[config.mk]
export PLATFORM = sky130hd
export DESIGN_NAME = baseline_phase_shift_phasor
export DESIGN_NICKNAME = d
export VERILOG_FILES = /design/src/sv/psp_pkg.sv /design/src/sv/baseline_phase_shift_phasor.sv /design/src/sv/psp_dp.sv /design/src/sv/psp_ctl.sv
export VERILOG_INCLUDE_DIRS = /design/src /design/src/sv
export SDC_FILE = /design/constraint.sdc
export NUM_CORES = 2
export LEC_CHECK = 0
export BUFFER_PORTS_ARGS = -buffer_cell sky130_fd_sc_hd__buf_2
export CAP_MARGIN = 10
export CORE_ASPECT_RATIO = 0.6
export CORE_MARGIN = 2
export CORE_UTILIZATION = 23
export DETAILED_ROUTE_END_ITERATION = 16
export HOLD_SLACK_MARGIN = 0.02
export PLACE_DENSITY = 0.49
export SYNTH_ARGS = -nofsm -noshare
export SYNTH_HDL_FRONTEND = slang
export SYNTH_SLANG_ARGS = --single-unit
[constraint.sdc]
create_clock -name clk -period 25.3 [get_ports clk]
set_input_delay 2.53 -clock clk [delete_from_list [all_inputs] [get_ports clk]]
set_output_delay 2.53 -clock clk [all_outputs]
set_load 0.05 [all_outputs]
[src/sv/assert_macros.svh]
// Concurrent assertion helpers for the RTL.
`ifndef ASSERT_MACROS_SVH
`define ASSERT_MACROS_SVH

`ifndef ASSERT_OFF

`define ASSERT_ALWAYS(lbl, clk, rst, expr) \
  lbl: assert property (@(posedge clk) disable iff (rst) (expr)) \
    else $error("invariant check failed");

`define ASSERT_IMPL(lbl, clk, rst, ante, cons) \
  lbl: assert property (@(posedge clk) disable iff (rst) (ante) |-> (cons)) \
    else $error("same-cycle implication check failed");

`define ASSERT_NEXT(lbl, clk, rst, ante, cons) \
  lbl: assert property (@(posedge clk) disable iff (rst) (ante) |=> (cons)) \
    else $error("next-cycle implication check failed");

`else

`define ASSERT_ALWAYS(lbl, clk, rst, expr)
`define ASSERT_IMPL(lbl, clk, rst, ante, cons)
`define ASSERT_NEXT(lbl, clk, rst, ante, cons)

`endif

`endif

[src/sv/psp_pkg.sv]
`default_nettype none

package psp_pkg;

  localparam int CH_IDX_W = 6;
  localparam int CFG_W    = 7;
  localparam logic [CFG_W-1:0] CH_COUNT_RESET = 7'd1;

  typedef enum logic [2:0] {
    ST_IDLE,
    ST_BASE,
    ST_STEP,
    ST_WAIT,
    ST_EMIT
  } state_t;

  // multiplier operand select
  typedef enum logic [1:0] {
    SEL_BASE,
    SEL_STEP,
    SEL_ITER
  } mul_sel_t;

  typedef struct packed {
    logic                capture;
    logic                mul_go;
    mul_sel_t            sel;
    logic                out_load;
    logic [CH_IDX_W-1:0] out_index;
    logic                out_last;
  } cmd_t;

  typedef struct packed {
    logic out_free;
  } status_t;

endpackage

`default_nettype wire

[src/sv/baseline_phase_shift_phasor.sv]
// Baseline phase-shift phasor generator.
// Input channel (in_valid/in_ready): one request per timeslot with the two
// station phasors and two step phasors, complex Q1.15. For each request the
// block emits channel_count results on the output channel (out_valid/
// out_ready): base*step^k for k = 0 .. n-1, with channel_index = k and last
// set on the final one. base = right*conj(left), step = right_step*conj(left_step).
// Config channel (cfg_valid/cfg_ready, ready whenever out of reset) writes
// channel_count; zero acts as one, values above MAX_CHANNELS clamp. Write it
// only when idle.
// Sequence: an accepted request passes the states BASE, STEP, WAIT and EMIT;
// each further result loops WAIT and EMIT, set by the recursive complex
// multiply (a register of products, then sum/round/saturate into the phasor
// register). A new request is taken while the last result still sits in the
// output register.
// A stalled receiver holds the output register and pauses the sequence.
// Reset (rst, synchronous) clears the sequencer and out_valid and sets
// channel_count to 1; both ready signals are low while rst is high.
`default_nettype none

module baseline_phase_shift_phasor import psp_pkg::*; #(
  parameter int MAX_CHANNELS = 64,
  parameter int SAMPLE_WIDTH = 16
) (
  input  wire logic                           clk,
  input  wire logic                           rst,
  input  wire logic                           cfg_valid,
  output      logic                           cfg_ready,
  input  wire logic [CFG_W-1:0]               cfg_data,
  input  wire logic                           in_valid,
  output      logic                           in_ready,
  input  wire logic signed [SAMPLE_WIDTH-1:0] left_re,
  input  wire logic signed [SAMPLE_WIDTH-1:0] left_im,
  input  wire logic signed [SAMPLE_WIDTH-1:0] right_re,
  input  wire logic signed [SAMPLE_WIDTH-1:0] right_im,
  input  wire logic signed [SAMPLE_WIDTH-1:0] left_step_re,
  input  wire logic signed [SAMPLE_WIDTH-1:0] left_step_im,
  input  wire logic signed [SAMPLE_WIDTH-1:0] right_step_re,
  input  wire logic signed [SAMPLE_WIDTH-1:0] right_step_im,
  output      logic                           out_valid,
  input  wire logic                           out_ready,
  output      logic signed [SAMPLE_WIDTH-1:0] out_re,
  output      logic signed [SAMPLE_WIDTH-1:0] out_im,
  output      logic [CH_IDX_W-1:0]            channel_index,
  output      logic                           last
);

  cmd_t    cmd;
  status_t status;

  psp_ctl #(
    .MAX_CHANNELS(MAX_CHANNELS)
  ) u_ctl (
    .clk       (clk),
    .rst       (rst),
    .cfg_valid (cfg_valid),
    .cfg_ready (cfg_ready),
    .cfg_data  (cfg_data),
    .in_valid  (in_valid),
    .in_ready  (in_ready),
    .status    (status),
    .cmd       (cmd)
  );

  psp_dp #(
    .SAMPLE_WIDTH(SAMPLE_WIDTH)
  ) u_dp (
    .clk           (clk),
    .rst           (rst),
    .cmd           (cmd),
    .status        (status),
    .left_re       (left_re),
    .left_im       (left_im),
    .right_re      (right_re),
    .right_im      (right_im),
    .left_step_re  (left_step_re),
    .left_step_im  (left_step_im),
    .right_step_re (right_step_re),
    .right_step_im (right_step_im),
    .out_valid     (out_valid),
    .out_ready     (out_ready),
    .out_re        (out_re),
    .out_im        (out_im),
    .channel_index (channel_index),
    .last          (last)
  );

endmodule

`default_nettype wire

[src/sv/psp_dp.sv]
`default_nettype none

module psp_dp import psp_pkg::*; #(
  parameter int SAMPLE_WIDTH = 16
) (
  input  wire logic                           clk,
  input  wire logic                           rst,
  input  wire cmd_t                           cmd,
  output      status_t                        status,
  input  wire logic signed [SAMPLE_WIDTH-1:0] left_re,
  input  wire logic signed [SAMPLE_WIDTH-1:0] left_im,
  input  wire logic signed [SAMPLE_WIDTH-1:0] right_re,
  input  wire logic signed [SAMPLE_WIDTH-1:0] right_im,
  input  wire logic signed [SAMPLE_WIDTH-1:0] left_step_re,
  input  wire logic signed [SAMPLE_WIDTH-1:0] left_step_im,
  input  wire logic signed [SAMPLE_WIDTH-1:0] right_step_re,
  input  wire logic signed [SAMPLE_WIDTH-1:0] right_step_im,
  output      logic                           out_valid,
  input  wire logic                           out_ready,
  output      logic signed [SAMPLE_WIDTH-1:0] out_re,
  output      logic signed [SAMPLE_WIDTH-1:0] out_im,
  output      logic [CH_IDX_W-1:0]            channel_index,
  output      logic                           last
);

  localparam int W     = SAMPLE_WIDTH;
  localparam int PW    = 2 * W;
  localparam int SUM_W = 2 * W + 2;
  localparam logic signed [SUM_W-1:0] RND   = SUM_W'(1) << (W - 2);
  localparam logic signed [SUM_W-1:0] Q_MAX = (SUM_W'(1) << (W - 1)) - SUM_W'(1);
  localparam logic signed [SUM_W-1:0] Q_MIN = -Q_MAX - SUM_W'(1);

  // round to nearest (ties up), drop W-1 fraction bits, saturate
  function automatic logic signed [W-1:0] round_sat(input logic signed [SUM_W-1:0] s);
    logic signed [SUM_W-1:0] q;
    q = (s + RND) >>> (W - 1);
    if (q > Q_MAX) begin
      return Q_MAX[W-1:0];
    end else if (q < Q_MIN) begin
      return Q_MIN[W-1:0];
    end
    return q[W-1:0];
  endfunction

  logic signed [W-1:0] cap_left_re, cap_left_im, cap_right_re, cap_right_im;
  logic signed [W-1:0] cap_lstep_re, cap_lstep_im, cap_rstep_re, cap_rstep_im;
  logic signed [W-1:0] phasor_re, phasor_im, step_re, step_im;

  logic signed [W-1:0] a_re, a_im, b_re, b_im;
  logic                conj_b;

  logic signed [PW-1:0] prod_rr, prod_ii, prod_rb, prod_ib;
  logic                 pipe_valid;
  logic                 pipe_conj;
  mul_sel_t             pipe_sel;

  logic signed [SUM_W-1:0] re_sum, im_sum;
  logic signed [W-1:0]     re_rs, im_rs;

  always_ff @(posedge clk) begin
    if (cmd.capture) begin
      cap_left_re  <= left_re;
      cap_left_im  <= left_im;
      cap_right_re <= right_re;
      cap_right_im <= right_im;
      cap_lstep_re <= left_step_re;
      cap_lstep_im <= left_step_im;
      cap_rstep_re <= right_step_re;
      cap_rstep_im <= right_step_im;
    end
  end

  // a * b, or a * conj(b) for the station products
  always_comb begin
    case (cmd.sel)
      SEL_BASE: begin
        a_re = cap_right_re; a_im = cap_right_im;
        b_re = cap_left_re;  b_im = cap_left_im;
        conj_b = 1'b1;
      end
      SEL_STEP: begin
        a_re = cap_rstep_re; a_im = cap_rstep_im;
        b_re = cap_lstep_re; b_im = cap_lstep_im;
        conj_b = 1'b1;
      end
      SEL_ITER: begin
        a_re = phasor_re; a_im = phasor_im;
        b_re = step_re;   b_im = step_im;
        conj_b = 1'b0;
      end
      default: begin
        a_re = phasor_re; a_im = phasor_im;
        b_re = step_re;   b_im = step_im;
        conj_b = 1'b0;
      end
    endcase
  end

  always_ff @(posedge clk) begin
    if (rst) begin
      pipe_valid <= 1'b0;
    end else begin
      pipe_valid <= cmd.mul_go;
    end
  end

  always_ff @(posedge clk) begin
    prod_rr   <= a_re * b_re;
    prod_ii   <= a_im * b_im;
    prod_rb   <= a_re * b_im;
    prod_ib   <= a_im * b_re;
    pipe_conj <= conj_b;
    pipe_sel  <= cmd.sel;
  end

  // conj flips the sign of b_im, so it turns the add/sub around
  always_comb begin
    if (pipe_conj) begin
      re_sum = SUM_W'(prod_rr) + SUM_W'(prod_ii);
      im_sum = SUM_W'(prod_ib) - SUM_W'(prod_rb);
    end else begin
      re_sum = SUM_W'(prod_rr) - SUM_W'(prod_ii);
      im_sum = SUM_W'(prod_ib) + SUM_W'(prod_rb);
    end
    re_rs = round_sat(re_sum);
    im_rs = round_sat(im_sum);
  end

  always_ff @(posedge clk) begin
    if (pipe_valid) begin
      if (pipe_sel == SEL_STEP) begin
        step_re <= re_rs;
        step_im <= im_rs;
      end else begin
        phasor_re <= re_rs;
        phasor_im <= im_rs;
      end
    end
  end

  always_ff @(posedge clk) begin
    if (rst) begin
      out_valid <= 1'b0;
    end else if (cmd.out_load) begin
      out_valid <= 1'b1;
    end else if (out_ready) begin
      out_valid <= 1'b0;
    end
  end

  always_ff @(posedge clk) begin
    if (cmd.out_load) begin
      out_re        <= phasor_re;
      out_im        <= phasor_im;
      channel_index <= cmd.out_index;
      last          <= cmd.out_last;
    end
  end

  assign status.out_free = !out_valid || out_ready;

endmodule

`default_nettype wire

[src/sv/psp_ctl.sv]
`default_nettype none
`include "assert_macros.svh"

module psp_ctl import psp_pkg::*; #(
  parameter int MAX_CHANNELS = 64
) (
  input  wire logic             clk,
  input  wire logic             rst,
  input  wire logic             cfg_valid,
  output      logic             cfg_ready,
  input  wire logic [CFG_W-1:0] cfg_data,
  input  wire logic             in_valid,
  output      logic             in_ready,
  input  wire status_t          status,
  output      cmd_t             cmd
);

  localparam logic [CFG_W-1:0] MAX_N = CFG_W'(MAX_CHANNELS);

  state_t              state, state_next;
  logic [CFG_W-1:0]    channel_count;
  logic [CH_IDX_W-1:0] k, k_next;
  logic [CFG_W-1:0]    n_m1;
  logic                is_last;

  assign cfg_ready = !rst;

  always_ff @(posedge clk) begin
    if (rst) begin
      channel_count <= CH_COUNT_RESET;
    end else if (cfg_valid) begin
      channel_count <= cfg_data;
    end
  end

  // zero counts as one channel, large counts clamp
  always_comb begin
    if (channel_count == '0) begin
      n_m1 = '0;
    end else if (channel_count > MAX_N) begin
      n_m1 = MAX_N - CFG_W'(1);
    end else begin
      n_m1 = channel_count - CFG_W'(1);
    end
    is_last = ({1'b0, k} == n_m1);
  end

  always_ff @(posedge clk) begin
    if (rst) begin
      state <= ST_IDLE;
      k     <= '0;
    end else begin
      state <= state_next;
      k     <= k_next;
    end
  end

  always_comb begin
    state_next = state;
    k_next     = k;
    case (state)
      ST_IDLE: begin
        if (in_valid) begin
          state_next = ST_BASE;
          k_next     = '0;
        end
      end
      ST_BASE: state_next = ST_STEP;
      ST_STEP: state_next = ST_WAIT;
      ST_WAIT: state_next = ST_EMIT;
      ST_EMIT: begin
        if (status.out_free) begin
          if (is_last) begin
            state_next = ST_IDLE;
          end else begin
            state_next = ST_WAIT;
            k_next     = k + CH_IDX_W'(1);
          end
        end
      end
      default: state_next = ST_IDLE;
    endcase
  end

  always_comb begin
    in_ready      = 1'b0;
    cmd.capture   = 1'b0;
    cmd.mul_go    = 1'b0;
    cmd.sel       = SEL_ITER;
    cmd.out_load  = 1'b0;
    cmd.out_index = k;
    cmd.out_last  = is_last;
    case (state)
      ST_IDLE: begin
        in_ready    = !rst;
        cmd.capture = in_valid;
      end
      ST_BASE: begin
        cmd.mul_go = 1'b1;
        cmd.sel    = SEL_BASE;
      end
      ST_STEP: begin
        cmd.mul_go = 1'b1;
        cmd.sel    = SEL_STEP;
      end
      ST_WAIT: ;
      ST_EMIT: begin
        // emit current term and, unless it is the last, start the next one in the same cycle
        if (status.out_free) begin
          cmd.out_load = 1'b1;
          cmd.mul_go   = !is_last;
          cmd.sel      = SEL_ITER;
        end
      end
      default: ;
    endcase
  end

  `ASSERT_IMPL(a_load_needs_room, clk, rst, cmd.out_load, status.out_free)
  `ASSERT_IMPL(a_no_step_past_last, clk, rst, cmd.mul_go && cmd.sel == SEL_ITER,
               !is_last)
  `ASSERT_IMPL(a_index_in_range, clk, rst, state != ST_IDLE, {1'b0, k} <= n_m1)
  `ASSERT_NEXT(a_last_returns_idle, clk, rst, cmd.out_load && cmd.out_last,
               state == ST_IDLE)

endmodule

`default_nettype wire

==> flow_metrics.env <==
export IMPL_status="completed"
export IMPL_start_kind="flip-flop"
export IMPL_dieArea_sq_mm=0.246
export IMPL_wl_per_cell_um=23.3
export IMPL_core_region_area_sq_mm=0.240
export IMPL_drtIter0Drc=4691
export IMPL_dr_pass1_iters=6
export IMPL_whs_ns=0.464
export IMPL_antenna_left=0
export IMPL_seq_area_frac_synth_pct=17.8
export IMPL_route_met2_wl_um=75700
export IMPL_yosys_warnings=0
export IMPL_ioPinCount=182
export IMPL_route_vias_total=42300
export IMPL_synth_top_cell_by_area="fa_1"
export IMPL_wl_met3_um=29300
export IMPL_nets=7550
export IMPL_grt_overflow=0
export IMPL_synthAdderAreaFrac_pct=46.7
export IMPL_rows=139
export IMPL_cts_sinks=380
export IMPL_final_cell_area_sq_mm=0.0628
export IMPL_fmax_mhz=98.5
export IMPL_syn_area_sq_mm=0.0556
export IMPL_area_delta_synth_final_pct=12.9
export IMPL_clock_path_buffers=3
export IMPL_initial_core_util_pct=23.2
export IMPL_layout_common_cells="inv_1, fa_1, nor2_1"
export IMPL_hp_class="reg -> reg"
export IMPL_drt_total_wl_um=214000
export IMPL_die_w_um=639
export IMPL_grt_pass1_wl_um=308000
export IMPL_clock_latency_ns=0.68
export IMPL_synth_mux_area_share_pct=0.203
export IMPL_synth_nets=7415
export IMPL_cap_viol_max_count=0
export IMPL_synthArstFlopShare_pct=0
export IMPL_arrival_ns=10.76
export IMPL_end_kind="flip-flop"
export IMPL_synth_xor_area_share_pct=4.20
export IMPL_htreeDepth=2
export IMPL_ys_flop_type="edfxtp_1"
export IMPL_gp_congestion=0.968
export IMPL_fin_setup_tns_ns=0
export IMPL_synth_simple_gate_area_share_pct=12.8
export IMPL_drive_above_1_share_pct=8.95
export IMPL_setup_viol=0
export IMPL_drc=0
export IMPL_antenna_found_initial=29
export IMPL_maxUsedRoutingLayer="met4"
export IMPL_synth_enable_flop_cells=231
export IMPL_fin_skew_ns=0.0572
export IMPL_dieHeight_um=385
export IMPL_wl_met1_um=105000
export IMPL_portBuffers=181
export IMPL_synth_top_family_by_area="adder cells"
export IMPL_fin_crit_sh_pct=40.1
export IMPL_worstSetupPathType="reg -> reg"
export IMPL_grt_usage_pct=17.4
export IMPL_path_clk_slew_ns=0.07
export IMPL_grt_pass1_vias=41800
export IMPL_slew_headroom_pct=8.87
export IMPL_netlist_top_cells_area="fa_1, edfxtp_1, ha_1"
export IMPL_cp_max_fo=50
export IMPL_grt_max_degree=82
export IMPL_layout_commonest_cell="inv_1"
export IMPL_cts_buffers=40
export IMPL_cts_setup_buffers=0
export IMPL_tightest_slew_ns=1.37
export IMPL_tritoncts="done"
export IMPL_ctsResizeCount=0
export IMPL_hpwl_um=174000
export IMPL_final_min_clock_period_ns=10.16
export IMPL_postSynthCellCount=5830
export IMPL_synthDistinctLibCells=101
export IMPL_worstPathRequired_ns=25.91
export IMPL_synth_top_area_share_pct=37.7
export IMPL_maxSlewViolCount=0
export IMPL_viasPerCell=4.61
export IMPL_post_dp_cell_area_sq_mm=0.0614
export IMPL_ys_ff_latch=380
export IMPL_final_hold_viol_count=0
export IMPL_hold_buffers=0
export IMPL_rsz0062_at_grt="no"
export IMPL_cts_root_buf="clkbuf_16"
export IMPL_synth_compound_area_share_pct=8.44
export IMPL_syn_avg_cell_area_sq_um=9.54
worst max-delay path, cell delays in order (launching register included):
cell      delay, ns
dfxtp_1        0.48
or2_2          0.24
nor2_4         0.06
nor2_4         0.42
buf_4          0.66
and2_1         0.25
a221o_1        0.94
nand2_1        0.19
fa_1           0.56
fa_1           0.59
fa_1           0.46
fa_1           0.56
inv_1          0.06
fa_1           0.49
inv_1          0.06
fa_1           0.49
inv_1          0.04
ha_1           0.32
nand2_1        0.10
o31ai_1        0.07
a211oi_1       0.65
a211oi_1       0.33
a221o_1        0.59
a211oi_1       0.56
nor3_1         0.16
or3_1          0.38
a21oi_1        0.18
xnor2_1        0.13
worst paths after layout:
kind | cells past startpoint | to | slack, ns | startpoint
worst max-delay path | 27 | u_dp.prod_rr[30] | 15.14 | u_ctl.state[2]
worst min-delay path | 0 | u_dp.out_im[14] | 0.46 | u_dp.phasor_im[14]
worst max register to register | 27 | u_dp.prod_rr[30] | 15.14 | u_ctl.state[2]
worst min register to register | 0 | u_dp.out_im[14] | 0.46 | u_dp.phasor_im[14]
sequential cells by signal, summed over array words and instances, names as in the netlist, 32 cells and up:
signal and cells:
u_dp.prod_rr 32, u_dp.prod_rb 32, u_dp.prod_ib 32, u_dp.prod_ii 32
kinds of logic after synthesis:
| logic type | after synthesis |
|---|---|
| AND/OR/NAND/NOR | 1639 |
| adder cells (fa/ha/maj) | 1447 |
| buffers and inverters | 1444 |
| AO/OA/AOI/OAI | 643 |
| flip-flops | 380 |
| XOR/XNOR | 266 |
| multiplexers | 11 |
cell usage after synthesis, drive strengths merged (74+ instances only):
| library cell | count |
|---|---|
| dfxtp | 149 |
| edfxtp | 231 |
| fa | 1048 |
| a21oi | 163 |
| ha | 397 |
| o21ai | 100 |
| nor3 | 76 |
| and2 | 74 |
| nand2 | 565 |
| xnor2 | 186 |
| xor2 | 80 |
| inv | 1223 |
| clkbuf | 197 |
| nor2 | 697 |
area by class of cell:
cell class | count | area, sq um
Antenna cell | 8 | 20.0
Clock buffer | 49 | 1070
Clock inverter | 25 | 323
Fill cell | 25600 | 177000
Inverter | 1223 | 4590
Multi-Input combinational cell | 4006 | 41000
Sequential cell | 380 | 9920
Tap cell | 3172 | 3970
Timing Repair Buffer | 314 | 1920
per-layer routing:
metal,track usage [%],vias to the layer above
met2,21.5,2074
met3,6.67,236
li1,-,18500
met5,0,-
met1,27.8,21500
met4,2.87,0
stage by stage:
step	util [%]	setup WS (ns)	cells
floorplan	-	11.33	5830
global placement	25.6	15.60	9095
detailed placement	25.6	15.46	9095
CTS	26.2	15.43	9169
global route	26.2	14.91	9169
finish	26.2	15.14	9177
Power is not shown: default switching activity piles up to over one toggle a cycle in this logic, so the estimate is an artifact.
